[src/assert_macros.svh]
// assertion macros shared by the min/max locate modules
// expects clk and rst in the including scope
`ifndef ASSERT_MACROS_SVH
`define ASSERT_MACROS_SVH

// condition holds at every edge out of reset
`define ASSERT_ALWAYS(label, cond, msg) \
  label: assert property (@(posedge clk) disable iff (rst) (cond)) else $error(msg);

// condition in one cycle implies consequence in the next
`define ASSERT_NEXT(label, ante, cons, msg) \
  label: assert property (@(posedge clk) disable iff (rst) (ante) |=> (cons)) else $error(msg);

`endif

[src/mml_pkg.sv]
`timescale 1ns / 1ps
// types, constants and format helpers for the min/max locate block
// no dependencies
package mml_pkg;

  localparam int COORD_BITS = 12;
  localparam int WIDTH_BITS = 13;
  localparam int LANES      = 4;

  localparam logic [2:0] FMT_U8  = 3'd0;
  localparam logic [2:0] FMT_S8  = 3'd1;
  localparam logic [2:0] FMT_U16 = 3'd2;
  localparam logic [2:0] FMT_S16 = 3'd3;
  localparam logic [2:0] FMT_S32 = 3'd4;

  localparam logic [1:0] REG_SAMPLE_FORMAT = 2'd0;
  localparam logic [1:0] REG_CHANNEL_COUNT = 2'd1;
  localparam logic [1:0] REG_IMAGE_WIDTH   = 2'd2;

  localparam logic signed [31:0] U8_MAX  = 32'sd255;
  localparam logic signed [31:0] S8_MAX  = 32'sd127;
  localparam logic signed [31:0] S8_MIN  = -32'sd128;
  localparam logic signed [31:0] U16_MAX = 32'sd65535;
  localparam logic signed [31:0] S16_MAX = 32'sd32767;
  localparam logic signed [31:0] S16_MIN = -32'sd32768;
  localparam logic signed [31:0] S32_MAX = 32'sh7fffffff;
  localparam logic signed [31:0] S32_MIN = 32'sh80000000;

  typedef struct packed {
    logic [31:0] sample_0;
    logic [31:0] sample_1;
    logic [31:0] sample_2;
    logic [31:0] sample_3;
    logic        frame_end;
  } pix_item_t;

  typedef struct packed {
    logic [1:0]            channel_index;
    logic signed [31:0]    min_value;
    logic signed [31:0]    max_value;
    logic [COORD_BITS-1:0] min_row;
    logic [COORD_BITS-1:0] min_col;
    logic [COORD_BITS-1:0] max_row;
    logic [COORD_BITS-1:0] max_col;
    logic                  last_channel;
  } res_item_t;

  typedef struct packed {
    logic [2:0]            sample_format;
    logic [2:0]            channel_count;
    logic [WIDTH_BITS-1:0] image_width;
  } cfg_t;

  // decoded pixel waiting in the queue
  typedef struct packed {
    logic [LANES-1:0][31:0] value;
    logic [COORD_BITS-1:0]  row;
    logic [COORD_BITS-1:0]  col;
    logic                   frame_end;
  } pix_entry_t;

  typedef struct packed {
    logic signed [31:0]    min_value;
    logic signed [31:0]    max_value;
    logic [COORD_BITS-1:0] min_row;
    logic [COORD_BITS-1:0] min_col;
    logic [COORD_BITS-1:0] max_row;
    logic [COORD_BITS-1:0] max_col;
  } lane_t;

  function automatic logic signed [31:0] decode(input logic [2:0] fmt, input logic [31:0] raw);
    logic signed [31:0] v;
    case (fmt)
      FMT_U8:  v = {24'd0, raw[7:0]};
      FMT_S8:  v = {{24{raw[7]}}, raw[7:0]};
      FMT_U16: v = {16'd0, raw[15:0]};
      FMT_S16: v = {{16{raw[15]}}, raw[15:0]};
      default: v = raw;
    endcase
    return v;
  endfunction

  function automatic lane_t lane_init(input logic [2:0] fmt);
    lane_t l;
    l = '0;
    case (fmt)
      FMT_U8: begin
        l.min_value = U8_MAX;
        l.max_value = '0;
      end
      FMT_S8: begin
        l.min_value = S8_MAX;
        l.max_value = S8_MIN;
      end
      FMT_U16: begin
        l.min_value = U16_MAX;
        l.max_value = '0;
      end
      FMT_S16: begin
        l.min_value = S16_MAX;
        l.max_value = S16_MIN;
      end
      default: begin
        l.min_value = S32_MAX;
        l.max_value = S32_MIN;
      end
    endcase
    return l;
  endfunction

endpackage

[src/mml_fifo.sv]
`timescale 1ns / 1ps
// small register queue between the front and back parts
// depends on assert_macros.svh
`include "assert_macros.svh"
module mml_fifo #(
  parameter int W     = 8,
  parameter int DEPTH = 2
) (
  input  logic         clk,
  input  logic         rst,
  input  logic         push,
  input  logic [W-1:0] wdata,
  output logic         full,
  input  logic         pop,
  output logic [W-1:0] rdata,
  output logic         empty
);
  localparam int AW = (DEPTH > 1) ? $clog2(DEPTH) : 1;
  localparam int CW = $clog2(DEPTH + 1);

  logic [W-1:0]  mem [DEPTH];
  logic [AW-1:0] wr_ptr;
  logic [AW-1:0] rd_ptr;
  logic [CW-1:0] count;

  assign full  = (count == CW'(DEPTH));
  assign empty = (count == '0);
  assign rdata = mem[rd_ptr];

  always_ff @(posedge clk) begin
    if (push) begin
      mem[wr_ptr] <= wdata;
    end
  end

  always_ff @(posedge clk) begin
    if (rst) begin
      wr_ptr <= '0;
      rd_ptr <= '0;
      count  <= '0;
    end else begin
      if (push) begin
        wr_ptr <= (wr_ptr == AW'(DEPTH - 1)) ? '0 : wr_ptr + AW'(1);
      end
      if (pop) begin
        rd_ptr <= (rd_ptr == AW'(DEPTH - 1)) ? '0 : rd_ptr + AW'(1);
      end
      if (push && !pop) begin
        count <= count + CW'(1);
      end else if (pop && !push) begin
        count <= count - CW'(1);
      end
    end
  end

  `ASSERT_ALWAYS(a_count_bound, count <= CW'(DEPTH), "queue count beyond depth")
  `ASSERT_NEXT(a_push_grows, push && !pop, count == $past(count) + CW'(1), "push lost")
endmodule

[src/mml_front.sv]
`timescale 1ns / 1ps
// front part: sample decode and raster position counting
// depends on mml_pkg
module mml_front (
  input  logic                          clk,
  input  logic                          rst,
  input  mml_pkg::cfg_t                 cfg,
  input  logic                          restart,
  input  logic                          take,
  input  mml_pkg::pix_item_t            pix,
  output mml_pkg::pix_entry_t           entry
);
  localparam int CB = mml_pkg::COORD_BITS;
  localparam int CW = (CB + 1 > mml_pkg::WIDTH_BITS) ? CB + 1 : mml_pkg::WIDTH_BITS;

  logic [CB-1:0] row_count;
  logic [CB-1:0] col_count;
  logic [CW-1:0] width_ext;
  logic [CW-1:0] width_lim;
  logic [CW-1:0] width_eff;
  logic [CB-1:0] last_col;

  always_comb begin
    width_ext = CW'(cfg.image_width);
    width_lim = CW'(1) << CB;
    if (width_ext == '0) begin
      width_eff = CW'(1);
    end else if (width_ext > width_lim) begin
      width_eff = width_lim;
    end else begin
      width_eff = width_ext;
    end
    last_col = CB'(width_eff - CW'(1));
  end

  always_comb begin
    entry.value[0]  = mml_pkg::decode(cfg.sample_format, pix.sample_0);
    entry.value[1]  = mml_pkg::decode(cfg.sample_format, pix.sample_1);
    entry.value[2]  = mml_pkg::decode(cfg.sample_format, pix.sample_2);
    entry.value[3]  = mml_pkg::decode(cfg.sample_format, pix.sample_3);
    entry.row       = row_count;
    entry.col       = col_count;
    entry.frame_end = pix.frame_end;
  end

  always_ff @(posedge clk) begin
    if (rst || restart) begin
      row_count <= '0;
      col_count <= '0;
    end else if (take) begin
      if (pix.frame_end) begin
        row_count <= '0;
        col_count <= '0;
      end else if (col_count == last_col) begin
        col_count <= '0;
        row_count <= row_count + CB'(1);
      end else begin
        col_count <= col_count + CB'(1);
      end
    end
  end
endmodule

[src/mml_back.sv]
`timescale 1ns / 1ps
// back part: running extremes per channel with first-hit positions
// depends on mml_pkg
module mml_back #(
  parameter int MAX_CHANNELS = 4
) (
  input  logic                clk,
  input  logic                rst,
  input  mml_pkg::cfg_t       cfg,
  input  logic                restart,
  input  logic [2:0]          restart_fmt,
  input  logic                pop,
  input  mml_pkg::pix_entry_t head,
  output mml_pkg::lane_t      snap [MAX_CHANNELS]
);
  mml_pkg::lane_t run      [MAX_CHANNELS];
  mml_pkg::lane_t run_next [MAX_CHANNELS];

  always_comb begin
    for (int k = 0; k < MAX_CHANNELS; k++) begin
      run_next[k] = run[k];
      if ($signed(head.value[k]) < run[k].min_value) begin
        run_next[k].min_value = $signed(head.value[k]);
        run_next[k].min_row   = head.row;
        run_next[k].min_col   = head.col;
      end
      if ($signed(head.value[k]) > run[k].max_value) begin
        run_next[k].max_value = $signed(head.value[k]);
        run_next[k].max_row   = head.row;
        run_next[k].max_col   = head.col;
      end
      snap[k] = run_next[k];
    end
  end

  always_ff @(posedge clk) begin
    for (int k = 0; k < MAX_CHANNELS; k++) begin
      if (rst) begin
        run[k] <= mml_pkg::lane_init(mml_pkg::FMT_U8);
      end else if (restart) begin
        run[k] <= mml_pkg::lane_init(restart_fmt);
      end else if (pop && head.frame_end) begin
        run[k] <= mml_pkg::lane_init(cfg.sample_format);
      end else if (pop) begin
        run[k] <= run_next[k];
      end
    end
  end
endmodule

[src/mml_emit.sv]
`timescale 1ns / 1ps
// result sequencer: holds a frame's extremes and sends one beat per channel
// depends on mml_pkg and assert_macros.svh
`include "assert_macros.svh"
module mml_emit #(
  parameter int MAX_CHANNELS = 4
) (
  input  logic                clk,
  input  logic                rst,
  input  mml_pkg::cfg_t       cfg,
  input  logic                load,
  input  mml_pkg::lane_t      snap [MAX_CHANNELS],
  output logic                load_ok,
  output logic                res_valid,
  input  logic                res_ready,
  output mml_pkg::res_item_t  res
);
  localparam int IW = (MAX_CHANNELS > 1) ? $clog2(MAX_CHANNELS) : 1;

  mml_pkg::lane_t hold [MAX_CHANNELS];
  logic           busy;
  logic [IW-1:0]  idx;
  logic [2:0]     last_raw;
  logic [IW-1:0]  last_idx;
  logic           at_last;

  always_comb begin
    if (cfg.channel_count == '0) begin
      last_raw = '0;
    end else if (cfg.channel_count > 3'(MAX_CHANNELS)) begin
      last_raw = 3'(MAX_CHANNELS - 1);
    end else begin
      last_raw = cfg.channel_count - 3'd1;
    end
    last_idx = IW'(last_raw);
    at_last  = (idx == last_idx);
  end

  assign res_valid = busy;
  assign load_ok   = !busy || (res_ready && at_last);

  always_comb begin
    res.channel_index = 2'(idx);
    res.min_value     = hold[idx].min_value;
    res.max_value     = hold[idx].max_value;
    res.min_row       = hold[idx].min_row;
    res.min_col       = hold[idx].min_col;
    res.max_row       = hold[idx].max_row;
    res.max_col       = hold[idx].max_col;
    res.last_channel  = at_last;
  end

  always_ff @(posedge clk) begin
    if (load) begin
      for (int k = 0; k < MAX_CHANNELS; k++) begin
        hold[k] <= snap[k];
      end
    end
  end

  always_ff @(posedge clk) begin
    if (rst) begin
      busy <= 1'b0;
      idx  <= '0;
    end else if (load) begin
      busy <= 1'b1;
      idx  <= '0;
    end else if (busy && res_ready) begin
      if (at_last) begin
        busy <= 1'b0;
      end else begin
        idx <= idx + IW'(1);
      end
    end
  end

  `ASSERT_NEXT(a_load_starts, load, res_valid && idx == '0, "frame load did not start at channel 0")
endmodule

[src/per_channel_min_max_locate_unit.sv]
`timescale 1ns / 1ps
// throughput: one pixel per cycle while the queue is not full; a frame end holds in
//   the queue until the previous frame's per-channel beats (one per cycle per active
//   channel while res_ready is high) are out
// reset: config to unsigned 8 bit, 3 channels, width 640; extremes at format bounds;
//   queue and result sequencer empty
module per_channel_min_max_locate_unit #(
  parameter int MAX_CHANNELS = 4
) (
  input  logic                clk,
  input  logic                rst,
  input  logic                cfg_we,
  input  logic [1:0]          cfg_index,
  input  logic [12:0]         cfg_data,
  input  logic                pix_valid,
  output logic                pix_ready,
  input  mml_pkg::pix_item_t  pix,
  output logic                res_valid,
  input  logic                res_ready,
  output mml_pkg::res_item_t  res
);
  mml_pkg::cfg_t       cfg;
  logic                restart;
  logic [2:0]          restart_fmt;
  logic                take;
  mml_pkg::pix_entry_t entry;
  mml_pkg::pix_entry_t head;
  logic                q_full;
  logic                q_empty;
  logic                pop;
  logic                load_ok;
  mml_pkg::lane_t      snap [MAX_CHANNELS];

  assign restart     = cfg_we && (cfg_index == mml_pkg::REG_SAMPLE_FORMAT ||
                                  cfg_index == mml_pkg::REG_CHANNEL_COUNT ||
                                  cfg_index == mml_pkg::REG_IMAGE_WIDTH);
  assign restart_fmt = (cfg_index == mml_pkg::REG_SAMPLE_FORMAT) ? cfg_data[2:0]
                                                                 : cfg.sample_format;

  always_ff @(posedge clk) begin
    if (rst) begin
      cfg.sample_format <= mml_pkg::FMT_U8;
      cfg.channel_count <= 3'd3;
      cfg.image_width   <= 13'd640;
    end else if (cfg_we) begin
      case (cfg_index)
        mml_pkg::REG_SAMPLE_FORMAT: cfg.sample_format <= cfg_data[2:0];
        mml_pkg::REG_CHANNEL_COUNT: cfg.channel_count <= cfg_data[2:0];
        mml_pkg::REG_IMAGE_WIDTH:   cfg.image_width   <= cfg_data;
        default: ;
      endcase
    end
  end

  assign pix_ready = !q_full;
  assign take      = pix_valid && pix_ready;
  assign pop       = !q_empty && (!head.frame_end || load_ok);

  mml_front u_front (
    .clk     (clk),
    .rst     (rst),
    .cfg     (cfg),
    .restart (restart),
    .take    (take),
    .pix     (pix),
    .entry   (entry)
  );

  mml_fifo #(
    .W     ($bits(mml_pkg::pix_entry_t)),
    .DEPTH (2)
  ) u_fifo (
    .clk   (clk),
    .rst   (rst),
    .push  (take),
    .wdata (entry),
    .full  (q_full),
    .pop   (pop),
    .rdata (head),
    .empty (q_empty)
  );

  mml_back #(
    .MAX_CHANNELS (MAX_CHANNELS)
  ) u_back (
    .clk         (clk),
    .rst         (rst),
    .cfg         (cfg),
    .restart     (restart),
    .restart_fmt (restart_fmt),
    .pop         (pop),
    .head        (head),
    .snap        (snap)
  );

  mml_emit #(
    .MAX_CHANNELS (MAX_CHANNELS)
  ) u_emit (
    .clk       (clk),
    .rst       (rst),
    .cfg       (cfg),
    .load      (pop && head.frame_end),
    .snap      (snap),
    .load_ok   (load_ok),
    .res_valid (res_valid),
    .res_ready (res_ready),
    .res       (res)
  );
endmodule

[config.mk]
export PLATFORM = sky130hd
export DESIGN_NAME = per_channel_min_max_locate_unit
export DESIGN_NICKNAME = d
export VERILOG_FILES = /design/src/mml_pkg.sv /design/src/mml_fifo.sv /design/src/mml_front.sv /design/src/mml_back.sv /design/src/mml_emit.sv /design/src/per_channel_min_max_locate_unit.sv
export VERILOG_INCLUDE_DIRS = /design/src /design/src/src
export SDC_FILE = /design/constraint.sdc
export NUM_CORES = 2
export LEC_CHECK = 0
export ABC_AREA = 1
export BUFFER_PORTS_ARGS = -buffer_cell sky130_fd_sc_hd__buf_2
export CAP_MARGIN = 20
export CORE_MARGIN = 2
export CORE_UTILIZATION = 58
export DETAILED_ROUTE_END_ITERATION = 6
export GPL_TIMING_DRIVEN = 1
export PLACE_DENSITY = 0.76
export SLEW_MARGIN = 20
export SYNTH_ARGS = -nofsm -noshare
export SYNTH_HDL_FRONTEND = slang
export SYNTH_SLANG_ARGS = --single-unit
[constraint.sdc]
create_clock -name clk -period 12.9 [get_ports clk]
set_input_delay 2.58 -clock clk [delete_from_list [all_inputs] [get_ports clk]]
set_output_delay 2.58 -clock clk [all_outputs]
set_load 0.05 [all_outputs]
==> results by group <==
Die
  – Die W: around 330 microns
  – Die height: 333 microns
  – Starting density of the core: 58.5%
  – Core ar.: 107000 sq um
  – Cell Rows: 120
  – Die area: 111000 sq um
  – I/O pins: 266

Placed design
  – Final Wtd Congestion: 0.969
  – Final HPWL DP: 115000 microns
  – IO buf count: 265

Clocking
  – CTS resizes: 0
  – H-tree levels: 4
  – Longest Clk Path Bufs: 3
  – Clock transition at the registers of the reported paths: ~60 ps
  – CTS sink count: 1255
  – Postcts setup bufs: 0
  – CTS Hold Buffers Added: 0
  – TritonCTS Buffers: 134
  – Clk_lat worst skew: 770 ps
  – CTS tree: done
  – CTS root buffer: clkbuf_16

Critical path
  – Crit path top cell by count: nand2_1
  – Max Fanout on Critical Path: 69
  – Register-to-Register Setup Slack: between 6000 and 7000 ps
  – Max incr delay on CP: 760 ps
  – Crit start category: register
  – Crit Path Class: reg2reg
  – Critical path arrival: 7370 ps
  – Crit-path slowest cell: buf_4
  – Crit-path cells: buf_4 > buf_4 > o21ai_0 > buf_4 > inv_1 > ha_1 > nand2_1 > nor2_1 > nand2_1 > o211ai_1 > nand2_1 > o2111ai_1 > nand2_1 > nand2_1 > nand2_1 > nand3_2 > buf_4 > nand2_1 > o21ai_0 > nor2_1
  – Worst endpoint required time: 13380 ps
  – CP Capture Type: register

STA
  – Period minus WS final: 6890 ps
  – Peak Freq: 145 MHz
  – Final worst-path cycle share: 53.4%
  – Final setup TNS: 0 ps
  – Clock skew: 47.3 ps
  – Final hold vios: 0
  – Final slew viol count: 0
  – RSZ-0062 raised after global routing: no
  – Final setup viols: 0
  – Slew Limit Headroom: 16.6%
  – Worst Tran Pin Value: 1240 ps

Finish
  – Final #Nets: just under 7000
  – Multi-input gate area: 20900 sq um
  – Most frequent cells in the layout: nand2_1, edfxtp_1, inv_1, o21ai_0, nor2_1
  – Register area: 37200 sq um
  – Area added between synthesis and finish: 10.1%
  – Layout cell share with drive strength beyond 1: 11.3%
  – Filler cells: 8290
  – Commonest non-fill, non-tap cell in the layout: nand2_1

Route
  – Vias per inst: 5.88
  – Routed len/inst: 22.0 microns
  – Initial DRC Count: 6102
  – Vias: 47010
  – DR pass1 iterations: 6
  – DRT Wirelength: 176000 microns
  – Antenna-violating nets left: 0
  – Number of remaining DRC errors: 0

Run
  – Max-Cap Viols: 0

Outcome
  – Outcome: finished clean

Yosys
  – Synth Net Count: 6748
  – Synth Cell Area: 62700 sq um
  – Warning count from the yosys run: 0
  – Post-Syn Instances: 6342
  – Synthesis-stage register bit count: 1255
  – Mapped Avg Cell Area: 9.88 sq um
  – Register area share after synthesis: 59.3%
  – Post-synthesis cell type count: between 60 and 70

Worst hold path
  – Worst min path class: reg2reg

GRT
  – Global-route wire length before repair: 263000 microns
  – Number of global-route vias before repair: around 44000
  – Largest net degree at the start of global routing: 173
  – Total global routing overflow: 0
  – Initial antenna violation count: 3
  – All-Layer GR Usage: 31.3%
[per-layer routing]
metal,wire length (microns),share of wire (%),vias up,global-route usage [%]
met1,68500,39,22271,42.5
li1,-,-,21753,-
met4,9830,5.6,0,16.7
met5,0,0,-,0
met3,17500,9.9,389,5.21
met2,80100,46,2597,48.5
[flip-flops by register name, summed over array words and instances (netlist names), named ones only]
| signal | count |
|---|---|
| cfg | 19 |
| u_back.run | 448 |
| u_emit.hold | 448 |
| u_emit.idx | 2 |
| u_emit.res_valid | 1 |
| u_fifo.count | 2 |
| u_fifo.mem | 306 |
| u_fifo.rd_ptr | 1 |
| u_fifo.wr_ptr | 1 |
| u_front.col_count | 12 |
| u_front.row_count | 12 |
[kinds of logic (layout without fill, tap and decap cells)]
family | after synthesis | after routing | share of synthesized area, %
AOI/OAI and AO/OA | 1093 | 1093 | 9.58
xor gates and xnor gates | 30 | 30 | 0.443
adders and majority gates | 257 | 257 | 5.13
buffers and inverters | 1145 | 1396 | 7.48
DFF | 1255 | 1255 | 59.3
muxes | 1 | 1 | 0.0160
other | 0 | 2 | 0
and+or+nand+nor | 2561 | 2561 | 18.0
[critical path: cells and delay by family, from the launching register on]
kind	cells	cell delay (ps)
buffers and inverters	5	2430
and+or+nand+nor	10	2410
AOI/OAI and AO/OA	4	800
DFF	1	620
adders and majority gates	1	150
[cell type report]
| class | instances | share of cell area, % |
|---|---|---|
| well taps | 1403 | 2.54 |
| clock buffers | 170 | 5.25 |
| multi-input cells | 3942 | 30.3 |
| inverters | 833 | 4.55 |
| repair buffers | 323 | 2.61 |
| diodes | 2 | 0.00726 |
| clock inverters | 70 | 0.876 |
| flip-flops and latches | 1255 | 53.9 |
[through the flow]
step                      cells  util, %  setup slack [ps]  area, sq um  hold WS, ps
after detailed placement   7755     60.5              6280        64700          444
final                      7998     64.4              6010        69000          454
after global placement     7755     60.5              6430        64700          438
after global routing       7997     64.4              5810        69000          492
after floorplan            6342        -              1910        62700          425
after CTS                  7995     64.4              6220        69000          452
[Yosys cell counts (all sizes together)]
cell | count | area, sq um
a2111oi | 4 | 41.3
a211oi | 35 | 263
a21boi | 5 | 37.5
a21o | 1 | 7.51
a21oi | 245 | 1250
a311oi | 1 | 8.76
a31o | 2 | 17.5
a31oi | 9 | 71.3
and2 | 186 | 1160
and3 | 1 | 6.26
buf | 117 | 816
clkbuf | 193 | 724
clkinv | 2 | 7.51
dfxtp | 53 | 1060
dlygate4sd1 | 2 | 17.5
edfxtp | 1202 | 36100
ha | 257 | 3220
inv | 831 | 3120
mux2i | 1 | 10.0
nand2 | 1279 | 4910
nand3 | 364 | 1850
nand3b | 4 | 30.0
nand4 | 62 | 388
nor2 | 500 | 1930
nor3 | 20 | 100
nor3b | 1 | 12.5
nor4 | 7 | 50.1
nor4b | 1 | 15.0
o2111ai | 1 | 8.76
o211ai | 27 | 203
o21a | 6 | 45.0
o21ai | 635 | 3250
o21bai | 2 | 15.0
o221ai | 5 | 43.8
o22ai | 113 | 721
o31ai | 1 | 7.51
o41ai | 1 | 8.76
or2 | 136 | 851
xnor2 | 5 | 58.8
xor2 | 25 | 219
[path summary, 6_finish.rpt]
check                                                       end                        from  cells past startpoint
worst min-delay path                 u_fifo.rd_ptr$_SDFFE_PP0P_  u_fifo.rd_ptr$_SDFFE_PP0P_                      1
worst max register to register  u_back.run[1][19]$_SDFFCE_PN0P_                    register                     20
worst min register to register       u_fifo.rd_ptr$_SDFFE_PP0P_  u_fifo.rd_ptr$_SDFFE_PP0P_                      1
worst max-delay path            u_back.run[1][19]$_SDFFCE_PN0P_                    register                     20
Power is not shown: default switching activity piles up to over one toggle a cycle in this logic, so the estimate is an artifact.
